<file path="src/rtl/core/wsj_pkg.sv">
package wsj_pkg;

  localparam int LANES           = 4;
  localparam int NPORTS_DEF      = 4;
  localparam int SAMPLE_BITS_DEF = 16;

  localparam int ADM_W      = 16;
  localparam int COUP_W     = 11;
  localparam int OVR_LANE_W = 12;
  localparam int LOSS_W     = 10;
  localparam int MASK_W     = 4;
  localparam int SUMY_W     = ADM_W + $clog2(LANES);

  localparam int ONE_Q10     = 1024;
  localparam int Q10_SHIFT   = 10;
  localparam int LOSS_CAP    = 1013;
  localparam int SCALE_SHIFT = 20;

  localparam int CFG_DATA_W = 64;
  localparam int CFG_ADDR_W = 6;
  localparam int REG_IDX_W  = 3;

  localparam logic [REG_IDX_W-1:0] REG_ENABLED    = 3'd0;
  localparam logic [REG_IDX_W-1:0] REG_ADMIT      = 3'd1;
  localparam logic [REG_IDX_W-1:0] REG_COUPLE_OVR = 3'd2;
  localparam logic [REG_IDX_W-1:0] REG_COUPLE_GLB = 3'd3;
  localparam logic [REG_IDX_W-1:0] REG_LOSS       = 3'd4;

  typedef enum logic [2:0] {
    S_IDLE,
    S_PROD,
    S_SUM,
    S_DIV,
    S_MIX,
    S_SCALE,
    S_ROUND
  } state_t;

  typedef enum logic [1:0] {
    M_IDLE,
    M_PREP,
    M_DIV,
    M_FIN
  } merge_state_t;

  typedef struct packed {
    logic prod_en;
    logic mix_en;
    logic scale_en;
    logic round_en;
  } lane_ctrl_t;

endpackage

</file>
<file path="src/rtl/core/wsj_lane.sv">
module wsj_lane import wsj_pkg::*; #(
  parameter int SAMPLE_BITS = SAMPLE_BITS_DEF
) (
  input  logic                          clk,
  input  logic                          rst,
  input  lane_ctrl_t                    ctrl,
  input  logic                          en,
  input  logic [ADM_W-1:0]              adm,
  input  logic [OVR_LANE_W-1:0]         ovr,
  input  logic [COUP_W-1:0]             coup_glb,
  input  logic [COUP_W-1:0]             loss_mul,
  input  logic signed [SAMPLE_BITS-1:0] a,
  input  logic signed [SAMPLE_BITS:0]   p,
  output logic signed [SAMPLE_BITS+ADM_W:0] prod,
  output logic signed [SAMPLE_BITS-1:0] res
);

  localparam int PW  = SAMPLE_BITS + ADM_W + 1;
  localparam int DFW = SAMPLE_BITS + 2;
  localparam int MW  = SAMPLE_BITS + 14;
  localparam int YW  = MW + COUP_W + 1;

  localparam logic signed [YW-1:0] RND_HALF = $signed(YW'(1) << (SCALE_SHIFT - 1));
  localparam logic signed [YW-1:0] SAT_HI   =
    $signed(YW'((64'd1 << (SAMPLE_BITS - 1)) - 64'd1));
  localparam logic signed [YW-1:0] SAT_LO   = ~SAT_HI;

  logic [COUP_W-1:0]         c;
  logic signed [COUP_W:0]    c_s;
  logic signed [COUP_W:0]    lm_s;
  logic signed [ADM_W:0]     adm_s;
  logic signed [DFW-1:0]     diff;
  logic signed [MW-1:0]      mix_next;
  logic signed [MW-1:0]      mix;
  logic signed [YW-1:0]      scaled;
  logic signed [YW-1:0]      rnd;
  logic signed [YW-1:0]      shr;
  logic signed [SAMPLE_BITS-1:0] sat_val;

  // per-port coupling: override when its flag is set, capped at unity
  always_comb begin
    if (ovr[OVR_LANE_W-1]) begin
      c = (ovr[COUP_W-1:0] > COUP_W'(ONE_Q10)) ? COUP_W'(ONE_Q10) : ovr[COUP_W-1:0];
    end else begin
      c = coup_glb;
    end
  end

  assign c_s   = $signed({1'b0, c});
  assign lm_s  = $signed({1'b0, loss_mul});
  assign adm_s = $signed({1'b0, adm});
  assign diff  = DFW'(p) - DFW'(a);

  // (1-c)*a + c*(2p-a) == a + 2c*(p-a)
  assign mix_next = (MW'(a) <<< Q10_SHIFT) + ((MW'(diff) * MW'(c_s)) <<< 1);

  // round half away from zero, then saturate
  always_comb begin
    rnd = scaled + RND_HALF - $signed(YW'(scaled[YW-1]));
    shr = rnd >>> SCALE_SHIFT;
    if (shr > SAT_HI) begin
      sat_val = SAT_HI[SAMPLE_BITS-1:0];
    end else if (shr < SAT_LO) begin
      sat_val = SAT_LO[SAMPLE_BITS-1:0];
    end else begin
      sat_val = shr[SAMPLE_BITS-1:0];
    end
  end

  always_ff @(posedge clk) begin
    if (ctrl.prod_en) begin
      prod <= en ? PW'(adm_s) * PW'(a) : '0;
    end
    if (ctrl.mix_en) begin
      mix <= mix_next;
    end
    if (ctrl.scale_en) begin
      scaled <= YW'(mix) * YW'(lm_s);
    end
  end

  always_ff @(posedge clk) begin
    if (rst) begin
      res <= '0;
    end else if (ctrl.round_en) begin
      res <= en ? sat_val : '0;
    end
  end

endmodule

</file>
<file path="config.mk">
export PLATFORM = sky130hd
export DESIGN_NAME = wsj_lane
export DESIGN_NICKNAME = d
export VERILOG_FILES = /design/src/rtl/core/wsj_pkg.sv /design/src/rtl/core/wsj_lane.sv
export SDC_FILE = /design/constraint.sdc
export NUM_CORES = 2
export LEC_CHECK = 0
export BUFFER_PORTS_ARGS = -buffer_cell sky130_fd_sc_hd__buf_2
export CAP_MARGIN = 20
export CORE_ASPECT_RATIO = 1.1
export CORE_UTILIZATION = 55
export CTS_CLUSTER_DIAMETER = 80
export DETAILED_ROUTE_END_ITERATION = 10
export PLACE_DENSITY = 0.83
export SETUP_SLACK_MARGIN = 0.05
export SYNTH_ARGS = -nofsm -noshare
export SYNTH_HDL_FRONTEND = slang
export SYNTH_SLANG_ARGS = --single-unit
</file>
<file path="constraint.sdc">
create_clock -name clk -period 19.9 [get_ports clk]
set_input_delay 3.98 -clock clk [delete_from_list [all_inputs] [get_ports clk]]
set_output_delay 3.98 -clock clk [all_outputs]
set_load 0.005 [all_outputs]
</file>
Word-level counts from Yosys, hierarchy flattened
Cells that the tools add are included.
Widths: inputs -> output; s select.
- flip-flop bits (word level): 121
- bits in latches: 0
- memory bits (writable): 0
- bits in read-only memories: 0
- input bits: 90
- output and inout bits: 49
- logic and storage cells: 19
- memories: 0
- add/subtract/negate cells: 4
- multiply operators: 3
- divide/modulo/power cells: 0
- $lt $le $gt $ge: 3
- equality and inequality tests: 0
- shift-type cells: 0
- mux-type cells: 5
- bitwise operators: 0
- reductions and logical operators: 0
- operators by type and width (cell ; count):
    $mux 16 ; 3
    $add 42x21->42 const B ; 1
    $mul 30x12->42 ; 1
    $sub 42x2->42 ; 1
    $mul 17x16->33 ; 1
    $add 26x30->30 ; 1
    $mul 18x12->29 ; 1
    $gt 22x16->1 const B ; 1
    $lt 22x16->1 const B ; 1
    $mux 11 ; 2
    $sub 17x16->18 ; 1
    $gt 11x11->1 const B ; 1

Logic depth before layout (Yosys ltp)
- word-level depth: 6
- depth in mapped cells: 41
- mapped depth without buffers: 40

Worst setup path before layout
OpenSTA, ideal clock, no wires.
- kind: input -> register
- from: input a[4]
- to: register mix[29] (data pin)
- library setup time: 0.260 ns
- data arrival time: 12.360 ns
- setup slack: 7.280 ns
- stages on the path: 39
- buffers on the path: 2
- path through: clkbuf_1 clkbuf_1 inv_1 ha_1 a21boi_1 o21ai_0 a21boi_1 o21ai_0 a21o_1 a31oi_1 mux2_2 nand2_1 nand2_1 fa_1 fa_1 inv_1 fa_1 fa_1 (+3 left out) ha_1 a21oi_1 o22ai_1 a31oi_1 a21oi_1 a21o_1 a21oi_1 xnor2_1 ha_1 inv_1 o21bai_1 a21o_1 or3_1 a41o_1 a31o_2 a21oi_1 xnor2_1 xnor2_1
- longest elaborated chain between the ends: 3
- RTL lines (what ; RTL line ; source):
    start: declaration ; wsj_lane.sv:12 ; input logic signed [SAMPLE_BITS-1:0] a,
    $sub 17x16->18 ; wsj_lane.sv:52 ; assign diff = DFW'(p) - DFW'(a);
    $mul 18x12->29 ; wsj_lane.sv:55 ; assign mix_next = (MW'(a) <<< Q10_SHIFT) + ((MW'(diff) * MW'(c_s)) <<< 1);
    $add 26x30->30 * ; wsj_lane.sv:55 ;
    net mix_next[29] ; wsj_lane.sv:33 ; logic signed [MW-1:0] mix_next;
    end signal: assignment ; wsj_lane.sv:75 ; mix <= mix_next;
    end: declaration ; wsj_lane.sv:34 ; logic signed [MW-1:0] mix;
Mark *: on every way through the listed nets, which the timed path passes. The rest lies on a longest branch.
A chain may end at the register's enable or synchronous reset.

Final worst setup path
- from: input a[0]
- to: register mix[26] (data pin)
Same word-level chain as after synthesis.

==> qor.yml <==
status: "complete, no violations"
grt.total_usage_pct: 25.36
hp-class: "reg2reg"
slew_viol_final: 0
yosys_warnings: 0
drtIter0Drc: 1805
max_freq_ghz: 0.07408
cts_buffers: 17
via_count: 26540
finalSetupTns_ns: 0
rsz0062_at_grt: "no"
netlist_area_mm2: 0.03476
synthToLayoutAreaGrowth_pct: 5.298
nets: 5045
synth_seq_cells: 119
cp.arrival_ns: 13.74
grt_pass1_vias: 27960
ctsResizeCount: 0
dp_slack_ns: 6.121
wl_per_cell_um: 16.52
clk_latency_ns: 0.49
cts_setup_buffers: 0
synth.avg_cell_area_um2: 8.841
yosysSeqAreaShare_pct: 9.819
antenna_found_initial: 3
drcViolationCount: 0
yosys.cell_count.top_type: "inv_1"
cts_tree: "built"
crit_top_cell: "o21ai_0"
cts_max_level: 4
final_layout_size_suffix_gt1_share_pct: 5.393
cts-root-buf: "clkbuf_16"
clk_path_buf_depth: 2
tightest_slew_ns: 1.173
whs_ns: 0.4684
overflow: 0
routed_via_density: 5.525
final.setup.worst_slack_ns: 6.402
synth-edff-count: 103
routed_wl_mm: 79.34
dp_hpwl_mm: 64.47
finalSetupViolCount: 0
die_w_um: 241.7
fin_worst_skew_ns: 0.01799
final_cells: 4803
rows: 96
relSlewSlack_pct: 21.12
ant_nets: 0
synth_common_cells: "inv_1, fa_1, nand2_1"
slowest_delay_ns: 0.74
start_util_pct: 55.66
dominantRegCellSynth: "edfxtp_1"
place.gp.congestion: 0.8914
grt_max_degree: 42
yosysTopAreaCellShare_pct: 37.26
grt_pass1_wl_mm: 132.0
dp.cells: 4768
start_kind: "primary input"
ios: 139
cp.required_ns: 20.14
critPathMaxFanout: 18
core_mm2: 0.06246
drt-pass1-iter-count: 6
end_kind: "flip-flop"
period_needed_ns: 13.50
dieArea_mm2: 0.06422
synth_cell_type_count: 80
crit_slowest_cell: "xor2_1"
criticalPathCategory: "in2reg"
port_buffers: 138
die_height_um: 265.7
finalHoldViolations: 0
timing.final.crit_share_pct: 67.83
clkTransAtPathRegs_ns: 0.06
synth_area_leaders: "fa_1, ha_1, inv_1"
async_flop_share_pct: 0
ctsHoldBuffers: 0
yosysTopAreaCell: "fa_1"
cts.sink_count: 119
synth_nets: 5022
synthCells: 3932
cap_violations: 0
r2r_setup_slack_ns: 13.24
## final timing paths
path,startpoint,depth (start not counted),endpoint
max,a[0],36,mix[26]
min,res[15],2,res[15]
max reg2reg,mix[8],20,scaled[41]
min reg2reg,res[15],2,res[15]
## metal layers
| layer | global-route usage (%) | vias up | routed length (um) |
|---|---|---|---|
| li1 | - | 12150 | - |
| met1 | 29.90 | 13160 | 30230 |
| met2 | 45.71 | 992 | 40600 |
| met3 | 3.198 | 229 | 4810 |
| met4 | 12.26 | 2 | 3677 |
| met5 | 0 | - | 13 |
## state kept, by name (all words and copies together) (netlist names)
name    count
res        16
mix        29
scaled     41
prod       33
## metrics by stage
step	cell area (um2)	util [%]
final	36610	58.61
after global routing	36600	58.60
after detailed placement	36010	57.65
after global placement	36010	57.65
after CTS	36590	58.59
after floorplan	34760	-
## cells in the final DEF (no fill, tap or decap), drive strengths merged, types with 5 or more instances in the layout
cell type / synthesis / layout
a2111oi: 5 / 5
a211o: 7 / 7
a211oi: 21 / 21
a21boi: 11 / 11
a21o: 52 / 52
a21oi: 132 / 132
a31oi: 13 / 13
a41oi: 5 / 5
and2: 297 / 297
and3: 16 / 16
buf: 12 / 153
clkbuf: 137 / 19
dfxtp: 16 / 16
edfxtp: 103 / 103
fa: 647 / 647
ha: 353 / 353
inv: 870 / 883
nand2: 527 / 527
nand2b: 51 / 51
nand3: 43 / 43
nand3b: 8 / 8
nand4: 14 / 14
nor2: 113 / 113
nor2b: 39 / 39
nor3: 40 / 40
nor4: 9 / 9
o211ai: 10 / 10
o21a: 22 / 22
o21ai: 82 / 82
o21bai: 20 / 20
o22ai: 13 / 13
o31a: 7 / 7
o31ai: 9 / 9
or2: 7 / 7
or3: 11 / 11
xnor2: 103 / 103
xor2: 45 / 45
## layout make-up
class / instances / area, um2
Sequential cell: 119 / 3413
Clock inverter: 13 / 118.9
Inverter: 871 / 3269
Timing Repair Buffer: 153 / 803.3
Clock buffer: 19 / 464.2
Multi-Input combinational cell: 2793 / 27490
Tap cell: 833 / 1042
Fill cell: 5220 / 25850
Antenna cell: 2 / 5.005
## worst max-delay path: cells and delay by family
kind | cells | cell delay [ns]
xor gates and xnor gates | 3 | 0.99
and+or+nand+nor | 5 | 0.77
buffers and inverters | 5 | 0.45
adders and majority gates | 8 | 3.47
AOI/OAI and AO/OA | 15 | 4.04
## kinds of logic (layout without fill, tap and decap cells)
kind of cell	after synthesis	in the layout	synth area share, %
and+or+nand+nor	1193	1193	16.74
AOI/OAI and AO/OA	446	446	8.440
adders and majority gates	1000	1000	49.96
other	0	2	0
muxes	6	6	0.1800
xor gates and xnor gates	148	148	3.750
buffers and inverters	1020	1056	11.11
DFF	119	119	9.819
Power is not shown: default switching activity piles up to over one toggle a cycle in this logic, so the estimate is an artifact.
