### config.mk
export PLATFORM = sky130hd
export DESIGN_NAME = wsj_merge
export DESIGN_NICKNAME = d
export VERILOG_FILES = /design/src/rtl/core/wsj_pkg.sv /design/src/rtl/core/wsj_merge.sv
export SDC_FILE = /design/constraint.sdc
export NUM_CORES = 1
export LEC_CHECK = 0
export ABC_CLOCK_PERIOD_IN_PS = 9000
export BUFFER_PORTS_ARGS = -buffer_cell sky130_fd_sc_hd__buf_4
export CAP_MARGIN = 20
export CORE_MARGIN = 10
export CORE_UTILIZATION = 45
export CTS_BUF_LIST = sky130_fd_sc_hd__clkbuf_2 sky130_fd_sc_hd__clkbuf_4 sky130_fd_sc_hd__clkbuf_8
export CTS_CLUSTER_SIZE = 10
export DETAILED_ROUTE_END_ITERATION = 7
export PLACE_DENSITY = 0.64
export SYNTH_ARGS = -nofsm -noshare
export SYNTH_HDL_FRONTEND = slang
export SYNTH_SLANG_ARGS = --single-unit
export TNS_END_PERCENT = 30
### constraint.sdc
create_clock -name clk -period 9 [get_ports clk]
set_input_delay 0.45 -clock clk [delete_from_list [all_inputs] [get_ports clk]]
set_output_delay 0.45 -clock clk [all_outputs]
set_load 0.01 [all_outputs]
### src/rtl/core/wsj_pkg.sv
package wsj_pkg;

  localparam int LANES           = 4;
  localparam int NPORTS_DEF      = 4;
  localparam int SAMPLE_BITS_DEF = 16;

  localparam int ADM_W      = 16;
  localparam int COUP_W     = 11;
  localparam int OVR_LANE_W = 12;
  localparam int LOSS_W     = 10;
  localparam int MASK_W     = 4;
  localparam int SUMY_W     = ADM_W + $clog2(LANES);

  localparam int ONE_Q10     = 1024;
  localparam int Q10_SHIFT   = 10;
  localparam int LOSS_CAP    = 1013;
  localparam int SCALE_SHIFT = 20;

  localparam int CFG_DATA_W = 64;
  localparam int CFG_ADDR_W = 6;
  localparam int REG_IDX_W  = 3;

  localparam logic [REG_IDX_W-1:0] REG_ENABLED    = 3'd0;
  localparam logic [REG_IDX_W-1:0] REG_ADMIT      = 3'd1;
  localparam logic [REG_IDX_W-1:0] REG_COUPLE_OVR = 3'd2;
  localparam logic [REG_IDX_W-1:0] REG_COUPLE_GLB = 3'd3;
  localparam logic [REG_IDX_W-1:0] REG_LOSS       = 3'd4;

  typedef enum logic [2:0] {
    S_IDLE,
    S_PROD,
    S_SUM,
    S_DIV,
    S_MIX,
    S_SCALE,
    S_ROUND
  } state_t;

  typedef enum logic [1:0] {
    M_IDLE,
    M_PREP,
    M_DIV,
    M_FIN
  } merge_state_t;

  typedef struct packed {
    logic prod_en;
    logic mix_en;
    logic scale_en;
    logic round_en;
  } lane_ctrl_t;

endpackage

### src/rtl/core/wsj_merge.sv
module wsj_merge import wsj_pkg::*; #(
  parameter int SAMPLE_BITS = SAMPLE_BITS_DEF
) (
  input  logic                               clk,
  input  logic                               rst,
  input  logic                               start,
  input  logic [LANES-1:0]                   en,
  input  logic [LANES*ADM_W-1:0]             adm,
  input  logic signed [SAMPLE_BITS+ADM_W:0]  prod [LANES],
  output logic                               done,
  output logic signed [SAMPLE_BITS:0]        p
);

  localparam int PW = SAMPLE_BITS + ADM_W + 1;
  localparam int SW = PW + 2;
  localparam int NW = SAMPLE_BITS + 18;
  localparam int QW = SAMPLE_BITS;
  localparam int CW = $clog2(QW + 1);

  merge_state_t        mstate;
  merge_state_t        mstate_next;
  logic signed [SW-1:0] sum_ya;
  logic signed [SW-1:0] sya_next;
  logic [SUMY_W-1:0]   sum_y;
  logic [SUMY_W-1:0]   sy_next;
  logic [NW-1:0]       mag;
  logic [NW-1:0]       rem;
  logic [NW-1:0]       dsh;
  logic [QW-1:0]       quo;
  logic [CW-1:0]       cnt;
  logic                neg;
  logic                zero;

  always_comb begin
    sya_next = '0;
    sy_next  = '0;
    for (int k = 0; k < LANES; k++) begin
      sya_next = sya_next + SW'(prod[k]);
      if (en[k]) begin
        sy_next = sy_next + SUMY_W'(adm[k*ADM_W +: ADM_W]);
      end
    end
  end

  assign mag  = sum_ya[SW-1] ? NW'(-sum_ya) : NW'(sum_ya);
  assign done = (mstate == M_FIN);

  always_ff @(posedge clk) begin
    if (rst) begin
      mstate <= M_IDLE;
    end else begin
      mstate <= mstate_next;
    end
  end

  always_comb begin
    mstate_next = mstate;
    unique case (mstate)
      M_IDLE: if (start) mstate_next = M_PREP;
      M_PREP: mstate_next = M_DIV;
      M_DIV:  if (cnt == CW'(1)) mstate_next = M_FIN;
      M_FIN:  mstate_next = M_IDLE;
      default: mstate_next = M_IDLE;
    endcase
  end

  // restoring divider, one quotient bit per cycle
  always_ff @(posedge clk) begin
    case (mstate)
      M_IDLE: begin
        if (start) begin
          sum_ya <= sya_next;
          sum_y  <= sy_next;
        end
      end
      M_PREP: begin
        neg  <= sum_ya[SW-1];
        zero <= (sum_y == '0);
        rem  <= mag + NW'(sum_y >> 1);
        dsh  <= NW'(sum_y) << (QW - 1);
        quo  <= '0;
        cnt  <= CW'(QW);
      end
      M_DIV: begin
        if (rem >= dsh) begin
          rem <= rem - dsh;
          quo <= {quo[QW-2:0], 1'b1};
        end else begin
          quo <= {quo[QW-2:0], 1'b0};
        end
        dsh <= dsh >> 1;
        cnt <= cnt - CW'(1);
      end
      M_FIN: begin
        if (zero) begin
          p <= '0;
        end else if (neg) begin
          p <= -$signed({1'b0, quo});
        end else begin
          p <= $signed({1'b0, quo});
        end
      end
      default: ;
    endcase
  end

endmodule

Word level (Yosys, flattened, before mapping)
Cells that the tools add are included.

operators by class
  $add $sub $neg = 11
  magnitude comparators = 1
  equal/unequal tests = 7
  muxes and demuxes = 15
  bitwise operators = 1
  reductions and logical operators = 7

operators by type and width
  operator                                                            count
  34-bit case mux with 2 select lines                                 2
  34-bit two-way mux                                                  2
  18-bit by 16-bit adder with 18-bit output                           3
  18-bit two-way mux                                                  3
  34-bit by 33-bit adder with 35-bit output                           1
  35-bit by 33-bit adder with 35-bit output                           1
  33-bit by 33-bit adder with 34-bit output                           1
  34-bit by 17-bit adder with 34-bit output                           1
  34-bit greater-or-equal comparator                                  1
  34-bit negator                                                      1
  34-bit subtractor                                                   1
  16-bit two-way mux                                                  2
  16-bit case mux with 2 select lines                                 1
  18-bit logical NOT                                                  1
  16-bit negator with 17-bit output                                   1
  5-bit case mux with 2 select lines                                  1
  2-bit case mux with 4 select lines                                  1
  2-bit inequality test, second input constant                        3
  2-bit AND reduction                                                 3
  5-bit by 1-bit == test with 1-bit output, second input constant     1
  5-bit by 1-bit subtractor with 5-bit output, second input constant  1
  2-bit == test, second input constant                                2
  2-bit two-way mux                                                   2
  2-bit by 1-bit == test with 1-bit output, second input constant     1
  other kinds (5)                                                     5

word-level totals
  bits in registers = 163
  input bits = 203
  output and inout port bits = 18
  logic and storage cells = 53

Longest topological paths before layout
  depth after elaboration = 7
  depth in mapped cells = 32
  mapped depth without buffers = 29

Worst setup path before layout
Ideal clock, no wire load.

  path kind = in2reg
  from = in en[0]
  to = reg sum_y[17], data pin
  data arrival time = 6618 ps
  data required time = 8744 ps
  setup slack = 2126 ps
  stages = 29
  path buffers = 3
  path through = clkbuf_1 -> clkbuf_1 -> clkbuf_1 -> nand2_1 -> inv_1 -> fa_1 -> maj3_2 -> a32o_1 -> a2111oi_1 -> o31ai_1 -> or3_1 -> nand2_1 -> xnor2_1 -> mux2_2 -> ha_1 -> a21oi_1 -> a21oi_1 -> a21o_1 -> a211oi_1 -> nor3_1 -> mux2_2 -> ha_1 -> nand3_1 -> o31ai_1 -> nor4_1 -> or4_1 -> mux2_2 -> a22o_1 -> a22o_1

between the ends
  longest elaborated chain between the ends = 7

ends and longest elaborated chain
  what                                       line             text
  start, declared                            wsj_merge.sv:7   input logic [LANES-1:0] en,
  16-bit two-way mux *                       wsj_merge.sv:39  if (en[k]) begin
  18-bit by 16-bit adder with 18-bit output  wsj_merge.sv:40  sy_next = sy_next + SUMY_W'(adm[k*ADM_W +: ADM_W]);
  18-bit two-way mux *                       wsj_merge.sv:39
  18-bit by 16-bit adder with 18-bit output  wsj_merge.sv:40
  18-bit two-way mux *                       wsj_merge.sv:39
  18-bit by 16-bit adder with 18-bit output  wsj_merge.sv:40
  18-bit two-way mux *                       wsj_merge.sv:39
  net sy_next[17]                            wsj_merge.sv:25  logic [SUMY_W-1:0] sy_next;
  end signal, assigned                       wsj_merge.sv:73  sum_y <= sy_next;
  end, declared                              wsj_merge.sv:24  logic [SUMY_W-1:0] sum_y;

The timed path passes the listed nets; every way through them passes the cells marked *.
A chain may end at the register's enable or synchronous reset.

Final worst setup path
Same ends and word-level chain as after synthesis.

==> impl_metrics.json <==
{
  "synth_area_um2": 15700,
  "holdPathStages": 2,
  "globalplace.congestion": 0.903,
  "max_freq_mhz": 143,
  "cts.clk_slew.worst_paths_ns": 0.10,
  "crit_fanout": 26,
  "cts_hold_buf": 0,
  "dieArea_um2": 42800,
  "dr.pass1.iters": 5,
  "p_leak_nw": 7.59,
  "yosysWarnings": 0,
  "insertion_delay_ns": 0.48,
  "cts_tree": "built",
  "drtAntennaViolNets": 0,
  "slowest_stage": "or4_1",
  "maxCapViolCount": 0,
  "drt_wl_total_mm": 37.9,
  "fp.dieH_um": 207,
  "grt.busiest_layer": "met2",
  "status": "finished clean",
  "synth_ff_type": "edfxtp_1",
  "fin_tns_setup_ns": 0,
  "tightest_slew_ns": 0.800,
  "via_per_inst": 5.53,
  "route.detailed.drc": 0,
  "async_flop_share_pct": 0,
  "drive_gt1_share_pct": 18.1,
  "met1_usage_pct": 22.5,
  "critical-path-max-stage-delay_ns": 0.56,
  "cp_data_arrival_time_ns": 7.23,
  "finalCriticalPeriod_ns": 6.99,
  "grt_pass1_vias": 12900,
  "r2r-start": "sum_ya[4]",
  "clk_path_buf_depth": 2,
  "setup_viol": 0,
  "grt_setup_unrepaired": "false",
  "grt_overflow": 0,
  "finalCoreUtilization_pct": 52.9,
  "chipWidth_um": 207,
  "root_buffer": "clkbuf_8",
  "r2r_cells": 14,
  "met2_usage_pct": 30.4,
  "ff2ff_setup_slack_ns": 4.43,
  "period_share_pct": 77.7,
  "cts.sinks": 162,
  "hold_start": "rst",
  "grt_use_total_pct": 17.7,
  "cts-resized-gates": 0,
  "avgSynthCellArea_um2": 9.82,
  "grt_pass1_wl_mm": 62.0,
  "wl_per_cell_um": 16.7,
  "placementRows": 68,
  "cp.required_ns": 9.24,
  "nNetsFinal": 2220,
  "timing.hold.ws_ns": 0.139,
  "detailed_place_hpwl_mm": 30.9,
  "area_growth_syn_to_layout_pct": 16.1,
  "finClkSkew_ns": 0.0126,
  "core_area_um2": 34500,
  "grt_max_degree": 71,
  "hold_class": "input pin to flop",
  "diodes": 0,
  "antenna_found_initial": 1,
  "via_count": 12600,
  "path_class": "input pin to flop",
  "synth_seq_cells": 162,
  "h-tree-depth": 4,
  "finalHoldViolCount": 0,
  "synthCells": 1600,
  "rr_endpoint": "rem[33]",
  "postSynthNetCount": 2014,
  "numPortBuffers": 220,
  "post_cts_buffers": 0,
  "cp_common_cell": "ha_1",
  "grt_use_met3_pct": 2.68,
  "power.density_nw_per_um2": 360,
  "synth_cell_types": 83,
  "end_kind": "flop",
  "max-vdd-ir-drop_v": 0.000162,
  "start_kind": "input pin",
  "seq_area_frac_synth_pct": 30.8,
  "synth_edf_count": 160,
  "drt-initial-drc-count": 595,
  "io_pins": 221,
  "floorplan.initialDensity_pct": 45.6,
  "hold_path_end": "mstate[1]",
  "max_slew_margin_pct": 46.3,
  "cts_buffers": 17,
  "maxSlewViolCount": 0
}
-- layout make-up --
| type | count | area (um^2) |
|---|---|---|
| Clock buffer | 17 | 234 |
| Clock inverter | 15 | 173 |
| Fill cell | 3131 | 16200 |
| Inverter | 98 | 368 |
| Multi-Input combinational cell | 1301 | 10400 |
| Sequential cell | 162 | 4840 |
| Tap cell | 455 | 569 |
| Timing Repair Buffer | 226 | 1700 |
-- metal layers --
metal | share of wire [%] | up-vias
li1 | - | 6295
met2 | 48 | 289
met3 | 4.2 | 52
met4 | 2.2 | 0
met5 | 0 | -
met1 | 45 | 5947
-- synth_stat cells (7+ instances only) --
library cell / number / area, um^2
nor2b_1: 24 / 150
mux2i_1: 17 / 170
and2_1: 33 / 206
fa_1: 72 / 1440
a211oi_1: 12 / 90.1
and3_1: 12 / 75.1
nor4_1: 13 / 81.3
a21o_1: 53 / 398
nand4_1: 7 / 43.8
or3_1: 24 / 150
o21ai_1: 20 / 100
edfxtp_1: 160 / 4800
nand2_1: 100 / 375
o21ai_0: 71 / 355
nor2_1: 116 / 435
nand3b_1: 9 / 67.6
nand2b_1: 13 / 81.3
mux2_2: 40 / 450
o31ai_1: 22 / 165
o22ai_1: 7 / 43.8
ha_1: 139 / 1740
o21a_1: 19 / 143
xnor2_1: 103 / 902
inv_1: 96 / 360
clkbuf_1: 35 / 131
o21bai_1: 13 / 97.6
nand3_1: 30 / 150
o211ai_1: 10 / 75.1
xor2_1: 61 / 534
or4_1: 8 / 60.1
nor3_1: 36 / 180
a31oi_1: 10 / 62.6
a21oi_1: 108 / 541
-- flip-flops by register name (all words and copies together), names as in the netlist --
register	count
rem	34
mstate	2
p	17
cnt	5
zero	1
quo	16
neg	1
sum_ya	35
dsh	33
sum_y	18
-- worst max-delay path, delay by kind of cell --
kind | cells | cell delay [ns]
AND/OR/NAND/NOR | 7 | 1.49
multiplexers | 3 | 0.76
XOR/XNOR | 1 | 0.16
buffers and inverters | 2 | 0.25
AO/OA/AOI/OAI | 8 | 2.41
adder cells (fa/ha/maj) | 5 | 1.71
-- kinds of logic after synthesis --
| group | count (synthesis) | share of synthesized area [%] |
|---|---|---|
| AO/OA/AOI/OAI | 415 | 17.4 |
| XOR/XNOR | 166 | 9.35 |
| adder cells (fa/ha/maj) | 213 | 20.4 |
| buffers and inverters | 137 | 3.29 |
| flip-flops | 162 | 30.8 |
| multiplexers | 57 | 3.95 |
| AND/OR/NAND/NOR | 450 | 14.8 |
-- through the flow --
stage,power (mW),area [um^2],instances,setup WS [ns]
3_5_place_dp,5.99,17800,2242,1.61
5_1_grt,7.20,18200,2274,1.44
4_1_cts,6.58,18200,2274,2.08
6_report,6.57,18200,2274,2.01
2_1_floorplan,4.98,15700,1600,2.13
3_3_place_gp,5.91,17800,2242,1.78
-- cell usage in the layout, fill, tap and decap left out, types with 36 or more instances in the layout --
cell type	instances
inv_1	96
xnor2_1	103
a21o_1	53
nor3_1	36
ha_1	137
o21ai_0	71
edfxtp_1	160
a21oi_1	107
mux2_2	40
nor2_1	116
nand2_1	100
buf_4	226
fa_1	72
xor2_1	61
-- worst max-delay path by stage --
| stage | from | to | slack (ns) | depth (start not counted) |
|---|---|---|---|---|
| finish | en[0] | sum_y[17] | 2.01 | 26 |
| global route | en[0] | sum_y[17] | 1.44 | 26 |
| CTS | en[0] | sum_y[17] | 2.08 | 26 |
| detailed placement | en[0] | sum_y[17] | 1.61 | 26 |
| global placement | en[0] | sum_y[17] | 1.78 | 26 |
| floorplan | en[0] | sum_y[17] | 2.13 | 29 |
-- where the power goes --
group	switching, mW	internal [mW]
combinational	2.44	1.82
clock	0.311	0.255
sequential	0.276	1.47
Note: power is estimated with default switching activity, not from simulation.
